`src/rtl/qmm_pkg.sv`:
```
// Package for the quad motor mixer: widths, register codes, shared types.
package qmm_pkg;

	// Field widths
	localparam int STICK_W  = 12;
	localparam int HRATE_W  = 12;
	localparam int RATE_W   = 11;
	localparam int LEVEL_W  = 10;
	localparam int PWM_W    = 11;
	localparam int MOTOR_W  = 14;
	localparam int BASE_W   = 13;
	localparam int CFG_IDX_W  = 3;
	localparam int CFG_DATA_W = 12;
	localparam int NUM_MOTORS = 4;

	// Upper clamp applied to each motor before the PWM offset
	localparam logic [LEVEL_W-1:0] PWM_CLAMP_MAX = LEVEL_W'(1000);

	// Register reset values
	localparam logic [STICK_W-1:0] ARM_THRESHOLD_RST    = STICK_W'(1100);
	localparam logic [STICK_W-1:0] CUTOFF_THRESHOLD_RST = STICK_W'(1020);
	localparam logic [STICK_W-1:0] THROTTLE_ZERO_RST    = STICK_W'(1000);
	localparam logic [LEVEL_W-1:0] HOVER_OFFSET_RST     = LEVEL_W'(500);
	localparam logic [LEVEL_W-1:0] BASE_CEILING_RST     = LEVEL_W'(900);
	localparam logic [LEVEL_W-1:0] PWM_OFFSET_RST       = LEVEL_W'(0);

	// Configuration register indexes
	typedef enum logic [CFG_IDX_W-1:0] {
		CFG_ARM_THRESHOLD    = 3'd0,
		CFG_CUTOFF_THRESHOLD = 3'd1,
		CFG_THROTTLE_ZERO    = 3'd2,
		CFG_HOVER_OFFSET     = 3'd3,
		CFG_BASE_CEILING     = 3'd4,
		CFG_PWM_OFFSET       = 3'd5
	} cfg_idx_t;

	// Arming phase
	typedef enum logic [1:0] {
		PH_WAIT  = 2'd0,
		PH_ARMED = 2'd1,
		PH_FLY   = 2'd2
	} phase_t;

	typedef logic signed [MOTOR_W-1:0] motor_t;
	typedef logic [PWM_W-1:0] pwm_t;

	typedef struct packed {
		logic [STICK_W-1:0] arm_threshold;
		logic [STICK_W-1:0] cutoff_threshold;
		logic [STICK_W-1:0] throttle_zero;
		logic [LEVEL_W-1:0] hover_offset;
		logic [LEVEL_W-1:0] base_ceiling;
		logic [LEVEL_W-1:0] pwm_offset;
	} cfg_t;

	// One input word
	typedef struct packed {
		logic                      armed;
		logic                      height_hold;
		logic                      liftoff;
		logic [STICK_W-1:0]        throttle_stick;
		logic signed [HRATE_W-1:0] height_rate_cmd;
		logic signed [RATE_W-1:0]  roll_rate_cmd;
		logic signed [RATE_W-1:0]  pitch_rate_cmd;
		logic signed [RATE_W-1:0]  yaw_rate_cmd;
	} item_t;

endpackage

```
`src/rtl/qmm_cfg.sv`:
```
// Configuration register file of the quad motor mixer.
module qmm_cfg
	import qmm_pkg::*;
(
	input  logic                  clk,
	input  logic                  arst_n,
	input  logic                  cfg_we,
	input  logic [CFG_IDX_W-1:0]  cfg_index,
	input  logic [CFG_DATA_W-1:0] cfg_data,
	output cfg_t                  cfg
);

	cfg_t cfg_q;

	// Register writes; unknown indexes are ignored
	always_ff @(posedge clk or negedge arst_n) begin
		if (!arst_n) begin
			cfg_q.arm_threshold    <= ARM_THRESHOLD_RST;
			cfg_q.cutoff_threshold <= CUTOFF_THRESHOLD_RST;
			cfg_q.throttle_zero    <= THROTTLE_ZERO_RST;
			cfg_q.hover_offset     <= HOVER_OFFSET_RST;
			cfg_q.base_ceiling     <= BASE_CEILING_RST;
			cfg_q.pwm_offset       <= PWM_OFFSET_RST;
		end else if (cfg_we) begin
			unique case (cfg_index)
				CFG_ARM_THRESHOLD:    cfg_q.arm_threshold    <= cfg_data;
				CFG_CUTOFF_THRESHOLD: cfg_q.cutoff_threshold <= cfg_data;
				CFG_THROTTLE_ZERO:    cfg_q.throttle_zero    <= cfg_data;
				CFG_HOVER_OFFSET:     cfg_q.hover_offset     <= cfg_data[LEVEL_W-1:0];
				CFG_BASE_CEILING:     cfg_q.base_ceiling     <= cfg_data[LEVEL_W-1:0];
				CFG_PWM_OFFSET:       cfg_q.pwm_offset       <= cfg_data[LEVEL_W-1:0];
				default: ;
			endcase
		end
	end

	assign cfg = cfg_q;

endmodule

```
`src/rtl/qmm_mix.sv`:
```
// Arming phase logic, base throttle, X-frame mixing and PWM clamp for one word.
module qmm_mix
	import qmm_pkg::*;
(
	input  cfg_t   cfg,
	input  item_t  item,
	input  phase_t phase_q,
	input  motor_t motor_q [NUM_MOTORS],
	output phase_t phase_d,
	output motor_t motor_d [NUM_MOTORS],
	output pwm_t   pwm [NUM_MOTORS]
);

	logic                     stick_above_arm;
	logic                     stick_below_cut;
	logic signed [BASE_W-1:0] base_raw;
	logic [LEVEL_W-1:0]       base;
	motor_t                   b_m, r_m, p_m, y_m;
	motor_t                   mix [NUM_MOTORS];

	assign stick_above_arm = item.throttle_stick > cfg.arm_threshold;
	assign stick_below_cut = item.throttle_stick < cfg.cutoff_threshold;

	// Next phase
	always_comb begin
		if (!item.armed) begin
			phase_d = PH_WAIT;
		end else begin
			unique case (phase_q)
				PH_ARMED: phase_d = stick_above_arm ? PH_FLY : PH_ARMED;
				PH_FLY:   phase_d = PH_FLY;
				default:  phase_d = stick_above_arm ? PH_FLY : PH_ARMED;
			endcase
		end
	end

	// Base throttle: height hold or manual stick, then clamp to 0..ceiling
	always_comb begin
		if (item.height_hold)
			base_raw = BASE_W'(item.height_rate_cmd) + $signed({3'b000, cfg.hover_offset});
		else
			base_raw = $signed({1'b0, item.throttle_stick}) - $signed({1'b0, cfg.throttle_zero});
		if (base_raw < 0)
			base = '0;
		else if (base_raw > $signed({3'b000, cfg.base_ceiling}))
			base = cfg.base_ceiling;
		else
			base = base_raw[LEVEL_W-1:0];
	end

	// X mixing
	assign b_m = $signed({{(MOTOR_W-LEVEL_W){1'b0}}, base});
	assign r_m = MOTOR_W'(item.roll_rate_cmd);
	assign p_m = MOTOR_W'(item.pitch_rate_cmd);
	assign y_m = MOTOR_W'(item.yaw_rate_cmd);
	assign mix[0] = b_m + r_m - p_m - y_m;
	assign mix[1] = b_m + r_m + p_m + y_m;
	assign mix[2] = b_m - r_m + p_m - y_m;
	assign mix[3] = b_m - r_m - p_m + y_m;

	// Next motor values
	always_comb begin
		for (int i = 0; i < NUM_MOTORS; i++) begin
			motor_d[i] = motor_q[i];
			if (!item.armed) begin
				motor_d[i] = '0;
			end else begin
				case (phase_q)
					PH_ARMED: motor_d[i] = motor_q[i];
					PH_FLY: begin
						if (stick_below_cut)
							motor_d[i] = '0;
						else if (item.liftoff)
							motor_d[i] = mix[i];
					end
					default: motor_d[i] = '0;
				endcase
			end
		end
	end

	// PWM: offset plus motor clamped to 0..1000
	always_comb begin
		for (int i = 0; i < NUM_MOTORS; i++) begin
			logic [LEVEL_W-1:0] c;
			if (motor_d[i] < 0)
				c = '0;
			else if (motor_d[i] > $signed({{(MOTOR_W-LEVEL_W){1'b0}}, PWM_CLAMP_MAX}))
				c = PWM_CLAMP_MAX;
			else
				c = motor_d[i][LEVEL_W-1:0];
			pwm[i] = {1'b0, c} + {1'b0, cfg.pwm_offset};
		end
	end

endmodule

```
`src/rtl/quad_motor_mixer_with_arming.sv`:
```
// Top level of the quad motor mixer: input register, mixer, state and result register.
//
// Each word (flags, throttle stick, height and rate commands) is taken into an
// input register, mixed combinationally into four PWM values and the arming phase,
// and held in a result register until the sink takes it; the arming phase and
// the four motor values are updated as the word moves into the result register.
// A word passes from the input register to the result register unless the
// output stall holds it in the input register, and one word is accepted every
// cycle while the output is not stalled; the rate is set by the phase and motor
// update, whose result feeds the next word. Configuration is to be written
// through cfg_we/cfg_index/cfg_data while no word is in flight; the block does
// not enforce this, and writes to indexes past the register list are ignored.
module quad_motor_mixer_with_arming
	import qmm_pkg::*;
(
	input  logic                      clk,
	input  logic                      arst_n,
	input  logic                      cfg_we,
	input  logic [CFG_IDX_W-1:0]      cfg_index,
	input  logic [CFG_DATA_W-1:0]     cfg_data,
	input  logic                      in_valid,
	output logic                      in_stall,
	input  logic                      armed,
	input  logic                      height_hold,
	input  logic                      liftoff,
	input  logic [STICK_W-1:0]        throttle_stick,
	input  logic signed [HRATE_W-1:0] height_rate_cmd,
	input  logic signed [RATE_W-1:0]  roll_rate_cmd,
	input  logic signed [RATE_W-1:0]  pitch_rate_cmd,
	input  logic signed [RATE_W-1:0]  yaw_rate_cmd,
	output logic                      out_valid,
	input  logic                      out_stall,
	output logic [PWM_W-1:0]          pwm_front_a,
	output logic [PWM_W-1:0]          pwm_front_b,
	output logic [PWM_W-1:0]          pwm_rear_a,
	output logic [PWM_W-1:0]          pwm_rear_b,
	output logic [1:0]                phase
);

	cfg_t   cfg;
	logic   valid_s1;
	item_t  item_s1;
	logic   valid_s2;
	pwm_t   pwm_s2 [NUM_MOTORS];
	phase_t phase_s2;
	phase_t phase_q;
	motor_t motor_q [NUM_MOTORS];
	phase_t phase_d;
	motor_t motor_d [NUM_MOTORS];
	pwm_t   pwm_d [NUM_MOTORS];
	logic   advance;
	logic   in_take;

	qmm_cfg u_cfg (
		.clk       (clk),
		.arst_n    (arst_n),
		.cfg_we    (cfg_we),
		.cfg_index (cfg_index),
		.cfg_data  (cfg_data),
		.cfg       (cfg)
	);

	qmm_mix u_mix (
		.cfg     (cfg),
		.item    (item_s1),
		.phase_q (phase_q),
		.motor_q (motor_q),
		.phase_d (phase_d),
		.motor_d (motor_d),
		.pwm     (pwm_d)
	);

	// Handshake: s1 moves on when the result register is empty or being taken
	assign advance  = valid_s1 && (!valid_s2 || !out_stall);
	assign in_stall = valid_s1 && !advance;
	assign in_take  = in_valid && !in_stall;

	// Input register
	always_ff @(posedge clk or negedge arst_n) begin
		if (!arst_n)
			valid_s1 <= 1'b0;
		else if (in_take || advance)
			valid_s1 <= in_take;
	end

	always_ff @(posedge clk) begin
		if (in_take) begin
			item_s1.armed           <= armed;
			item_s1.height_hold     <= height_hold;
			item_s1.liftoff         <= liftoff;
			item_s1.throttle_stick  <= throttle_stick;
			item_s1.height_rate_cmd <= height_rate_cmd;
			item_s1.roll_rate_cmd   <= roll_rate_cmd;
			item_s1.pitch_rate_cmd  <= pitch_rate_cmd;
			item_s1.yaw_rate_cmd    <= yaw_rate_cmd;
		end
	end

	// Phase and motor state, updated as each word is mixed
	always_ff @(posedge clk or negedge arst_n) begin
		if (!arst_n) begin
			phase_q <= PH_WAIT;
			for (int i = 0; i < NUM_MOTORS; i++)
				motor_q[i] <= '0;
		end else if (advance) begin
			phase_q <= phase_d;
			for (int i = 0; i < NUM_MOTORS; i++)
				motor_q[i] <= motor_d[i];
		end
	end

	// Result register
	always_ff @(posedge clk or negedge arst_n) begin
		if (!arst_n)
			valid_s2 <= 1'b0;
		else if (advance)
			valid_s2 <= 1'b1;
		else if (!out_stall)
			valid_s2 <= 1'b0;
	end

	always_ff @(posedge clk) begin
		if (advance) begin
			phase_s2 <= phase_d;
			for (int i = 0; i < NUM_MOTORS; i++)
				pwm_s2[i] <= pwm_d[i];
		end
	end

	assign out_valid   = valid_s2;
	assign pwm_front_a = pwm_s2[0];
	assign pwm_front_b = pwm_s2[1];
	assign pwm_rear_a  = pwm_s2[2];
	assign pwm_rear_b  = pwm_s2[3];
	assign phase       = phase_s2;

	// Motors can only hold nonzero values while flying
	a_motor_zero_unless_flying: assert property (@(posedge clk) disable iff (!arst_n)
		(phase_q != PH_FLY) |-> (motor_q[0] == 0 && motor_q[1] == 0 &&
			motor_q[2] == 0 && motor_q[3] == 0))
		else $error("motor value nonzero outside flying phase");

	// A disarmed word yields phase wait and bare offset; checked on front_a and rear_b
	a_disarm_zeroes: assert property (@(posedge clk) disable iff (!arst_n)
		(advance && !item_s1.armed) |=> (out_valid && phase == PH_WAIT &&
			pwm_front_a == PWM_W'($past(cfg.pwm_offset)) &&
			pwm_rear_b == PWM_W'($past(cfg.pwm_offset))))
		else $error("disarmed word did not zero motors");

	// Input only stalls while a word sits blocked in the input register
	a_stall_needs_word: assert property (@(posedge clk) disable iff (!arst_n)
		in_stall |-> (valid_s1 && valid_s2 && out_stall))
		else $error("input stalled without a blocked word");

	// The state register follows the phase just reported
	a_phase_tracks: assert property (@(posedge clk) disable iff (!arst_n)
		advance |=> (phase_s2 == phase_q))
		else $error("reported phase differs from state");

endmodule
```
`config.mk`:
```
export PLATFORM = sky130hd
export DESIGN_NAME = quad_motor_mixer_with_arming
export DESIGN_NICKNAME = d
export VERILOG_FILES = /design/src/rtl/qmm_pkg.sv /design/src/rtl/qmm_cfg.sv /design/src/rtl/qmm_mix.sv /design/src/rtl/quad_motor_mixer_with_arming.sv
export SDC_FILE = /design/constraint.sdc
export NUM_CORES = 1
export LEC_CHECK = 0
export BUFFER_PORTS_ARGS = -buffer_cell sky130_fd_sc_hd__buf_2
export CAP_MARGIN = 20
export CELL_PAD_IN_SITES_DETAIL_PLACEMENT = 1
export CELL_PAD_IN_SITES_GLOBAL_PLACEMENT = 1
export CORE_AREA = 2 2 198 200
export DETAILED_ROUTE_END_ITERATION = 6
export DIE_AREA = 0 0 200 202
export GPL_ROUTABILITY_DRIVEN = 0
export MAX_ROUTING_LAYER = met4
export PLACE_DENSITY_LB_ADDON = 0.1
export SYNTH_ARGS = -nofsm -noshare
export SYNTH_HDL_FRONTEND = slang
export SYNTH_SLANG_ARGS = --single-unit
export TNS_END_PERCENT = 50
```
`constraint.sdc`:
```
create_clock -name clk -period 23.9 [get_ports clk]
set_input_delay 2.39 -clock clk [delete_from_list [all_inputs] [get_ports clk]]
set_output_delay 2.39 -clock clk [all_outputs]
set_load 0.1 [all_outputs]
```
# Yosys cells after proc, flatten, opt, wreduce, memory -nomap -nowiden
# Memory sizes are Yosys's and may differ from the RTL's.
# Cells that the tools add are included.
totals:
  n_memories: 1
  inputBits: 80
  mem_bits_rw: 44
  reg_bits: 188
mem_list:
  columns: ["memory", "words", "word_bits", "read_ports", "rd_ports_with_merged_regs", "wr", "line_no", "rtl"]
  rows:
  - ["pwm_s2", 4, 11, 4, 0, 4, "quad_motor_mixer_with_arming.sv:44", "pwm_t pwm_s2 [NUM_MOTORS];"]
classes:
  n_lt_le_gt_ge: 12
  mux: 34
  n_addsub: 16
  eq_ne: 8
  reduce_logical: 16
ops:
  columns: ["op", "n"]
  rows:
  - ["$mux 14", 12]
  - ["$pmux 14 s2", 4]
  - ["$mux 10", 10]
  - ["$gt 14x11->1 const B", 4]
  - ["$lt 14x1->1 const B", 4]
  - ["$add 10x10->11", 4]
  - ["$add 12x11->13", 3]
  - ["$add 14x11->14", 2]
  - ["$sub 14x11->14", 2]
  - ["$sub 12x11->13", 2]
  - ["$gt 13x11->1", 1]
  - ["$lt 13x1->1 const B", 1]
  - ["$mux 13", 1]
  - ["$sub 12x12->13", 1]
  - ["$add 11x11->12", 1]
  - ["$gt 12x12->1", 1]
  - ["$lt 12x12->1", 1]
  - ["$reduce_and 2->1", 6]
  - ["$sub 11x11->12", 1]
  - ["$eq 3x2->1 const B", 2]
  - ["$eq 3x3->1 const B", 2]
  - ["$mux 2", 3]
  - ["$logic_not 1->1", 4]
  - ["$mux 1", 4]
  - ["other kinds (7)", 10]

# Logic depth before layout (Yosys ltp)
depth:
  ltp_word: 16
  ltp_mapped: 54
  depth_no_buf: 53

# Modules after synthesis
# From an unflattened synthesis, not the netlist that was laid out.
hier_totals:
  cells_unflattened: 1630
  hier_area_um2: 17145.2
by_module_without_submodules:
  columns: ["mod", "area_per_inst_um2", "seq_area_each_um2", "n_inst", "cells_each"]
  rows:
  - ["qmm_mix", 9029.9, 0.0, 1, 1250]
  - ["quad_motor_mixer_with_arming", 5475.3, 4684.5, 1, 236]
  - ["qmm_cfg", 2640.0, 1686.6, 1, 144]

# Worst setup path before layout
# OpenSTA, ideal clock, no wires.
synth_timing:
  kind: "register -> register"
  from: "register u_cfg.cfg_q, in the netlist u_cfg.cfg[22]"
  to: "memory pwm_s2[0][9] (netlist name), data pin"
  slack_ps: 14027
  n_path_buf: 2
  t_arrival_ps: 9608
  stages_incl_launch_ff: 47
  required_time_ps: 23635
  period_less_slack_ps: 9873
  path_cell_list: "dfstp_2 ha_1 and2_1 a22o_1 o31a_1 o31ai_1 xor2_1 mux2i_1 ha_1 nand4_1 o32ai_1 a21oi_1 a211oi_1 buf_4 mux2i_1 ha_1 nand2b_1 a21oi_1 [11 not listed] ha_1 inv_1 and3_1 o221a_2 a311oi_1 nand2b_1 a221oi_2 nand2_1 nor4_1 ha_1 a21o_1 a21oi_1 o21ai_0 a21oi_1 o21bai_1 a21oi_1 nor4bb_1 or3_1"
synth_lines:
  columns: ["element", "line_no", "rtl"]
  rows:
  - ["from (decl)", "qmm_cfg.sv:13", "cfg_t cfg_q;"]
  - ["to (decl)", "quad_motor_mixer_with_arming.sv:44", null]

==> out/metrics.cfg <==
[timing]
tightest_slew_ns=1.11
slew_viol_final=0
post-route-min-period_ns=12.06
max_freq_mhz=82.9
period_share=0.505
slew_headroom=0.260
hold_ws_ns=0.478
grt_setup_unrepaired=no
finalSetupTns_ns=0
finalSetupViolations=0
skew_ns=0.0309
hold_viol_final=0
setup_slack_ns=11.84

[clock_network]
hold_buffers=0
cts_resized=0
cts_buffers=29
clk-insertion-delay-late_ns=0.58
htree_num_levels=1
clk_pin_slew_worst_paths_ns=0.06
cts_buffer_depth=3
cts_tree=yes
cts_root_buffer=clkbuf_16
cts_setup_buffers=0
cts_sinks=232

[floorplanning]
initial_core_util=0.494
die_w_um=200
core_sq_um=38300
row_count=72
dieArea_sq_um=40400
fp.dieH_um=202
pin_count=128

[grt]
grt-ovfl-total=0
antenna_found_initial=0
grt_start_max_net_pins=60
grt_pass1_wl_um=94000
grt_pass1_vias=17200
track_usage=0.307

[drt]
viasPerCell=6.08
wl_per_cell_um=22.2
dr.first_iter.drc_count=894
final_antenna_net_count=0
vias=16500
wirelength_um=60000
dr.pass1.iters=6
drcViolationCount=0

[min_path]
hold_path_end=motor_q[52]
min_path_type=flop to flop
hp-start=motor_q[52]
hold_depth=2

[synthesis]
yosys_warnings=0
avgSynthCellArea_sq_um=9.21
syn_inst=2052
synth-edff-count=106
syn-num-nets=2368
ys_types=100
synth-seq-cells=232
async_flop_share=0.543
seq_area_frac_synth=0.337
synthFlopType=edfxtp_1
synth.cell_area_sq_um=18900

[placed_design]
numPortBuffers=127
dpl.hpwl_um=47300
pre_cts_slack_ns=12.01
place_inst=2656

[cells_and_area]
nets=2486
area_growth_pct=11.6
instances_no_fill=2710
diodes=0
fillCellCount=4447
drive_above_1_share=0.131

[critical_path]
worst_path_max_delay_cell=o311ai_0
cp_max_fo=10
slowest_delay_ns=0.81
crit_top_cell=a21oi_1
critical_path_arrival_ns=12.39
crit_path_end_kind=flop
required_ns=24.23
cp-start-kind=flop
setup.worst_path.class=flop to flop
reg2reg_from=u_cfg.cfg[20]
cp-startpoint=u_cfg.cfg[20]
reg2reg_depth=50
r2r_setup_slack_ns=11.84
timing.rr.end=pwm_s2[0][8]

[run_status]
status=completed

[run]
cap_viol_max_count=0

worst max-delay path: cells and delay by family, from the launching register on:
kind,cells,cell delay [ns]
adder cells (fa/ha/maj),8,2.82
flip-flops,1,0.37
XOR/XNOR,1,0.13
AO/OA/AOI/OAI,26,5.71
AND/OR/NAND/NOR,10,1.81
buffers and inverters,4,0.51
multiplexers,1,0.50
cells in the final DEF (no fill, tap or decap), types with 28 or more instances in the layout:
master	synthesis	final
a21oi_1	147	147
dfstp_2	28	28
nor2_1	107	107
ha_1	220	220
a21o_1	42	42
nand2_1	199	198
o21ai_0	159	159
clkbuf_16	0	29
dfrtp_1	98	98
nand2b_1	30	30
buf_2	5	126
edfxtp_1	106	106
inv_1	183	182
mux2_2	29	29
nor3_1	45	43
xnor2_1	77	77
flip-flops by register name, indices dropped and copies added (netlist names):
register and flops:
item_s1 60, motor_q 56, out_valid 1, phase 2
phase_q 2, pwm_s2 44, u_cfg.cfg 66, valid_s1 1
metrics by stage:
| step | cell area, sq um | utilization |
|---|---|---|
| after floorplan | 18900 | - |
| after global placement | 20100 | 0.524 |
| after detailed placement | 20100 | 0.524 |
| after CTS | 21100 | 0.551 |
| after global routing | 21100 | 0.551 |
| final | 21100 | 0.551 |
worst max path at each step:
stage	cells after the start	slack, ns	endpoint
3_3_place_gp	48	12.35	pwm_s2[0][9]
5_1_grt	50	11.08	pwm_s2[0][10]
2_1_floorplan	46	14.03	pwm_s2[0][9]
4_1_cts	50	12.01	pwm_s2[0][8]
3_5_place_dp	47	12.01	pwm_s2[0][8]
6_report	50	11.84	pwm_s2[0][8]
cell usage after synthesis, drive strengths merged, types with 8 or more instances:
master	instances	area (sq um)
ha	220	2750
nand2	199	747
inv	183	687
o21ai	163	835
a21oi	149	761
nor2	108	413
edfxtp	106	3180
dfrtp	98	2450
xnor2	77	674
nor3	47	252
a21o	42	315
clkbuf	38	144
nand2b	31	201
a22o	29	264
mux2	29	327
dfstp	28	736
nor2b	28	175
xor2	27	236
nand3	26	130
o21bai	25	188
o21a	24	180
a211oi	23	178
o211ai	21	163
nor4	20	140
or3	19	124
a22oi	17	128
buf	16	108
fa	16	320
a31oi	15	93.8
and3	15	93.8
mux2i	15	150
a21boi	13	120
nor3b	11	82.6
o311ai	11	96.3
or2	11	68.8
a2111oi	10	131
nand4	10	62.6
a221oi	9	85.1
a211o	8	70.1
and2	8	50.1
o31a	8	70.1
layer usage:
layer,global-route usage,vias to the layer above,wire length [um]
li1,-,7749,-
met2,0.519,405,29500
met3,0.0285,118,2340
met5,-,-,0
met1,0.383,8192,25800
met4,0.110,0,2390
layout make-up:
cell class | instances | area, sq um | area share
clock inverters | 18 | 254 | 0.0120
well taps | 518 | 648 | 0.0307
inverters | 184 | 691 | 0.0328
flip-flops and latches | 232 | 6370 | 0.302
repair buffers | 141 | 741 | 0.0351
clock buffers | 35 | 768 | 0.0364
multi-input cells | 1582 | 11600 | 0.551
cells by family (layout without fill, tap and decap cells):
group,after synthesis,count (layout),synth area share
adders and majority gates,236,236,0.163
DFF,232,232,0.337
AOI/OAI and AO/OA,639,639,0.230
muxes,44,44,0.0252
and+or+nand+nor,559,559,0.147
buffers and inverters,238,378,0.0499
xor gates and xnor gates,104,104,0.0482
Power is not shown: default switching activity piles up to over one toggle a cycle in this logic, so the estimate is an artifact.
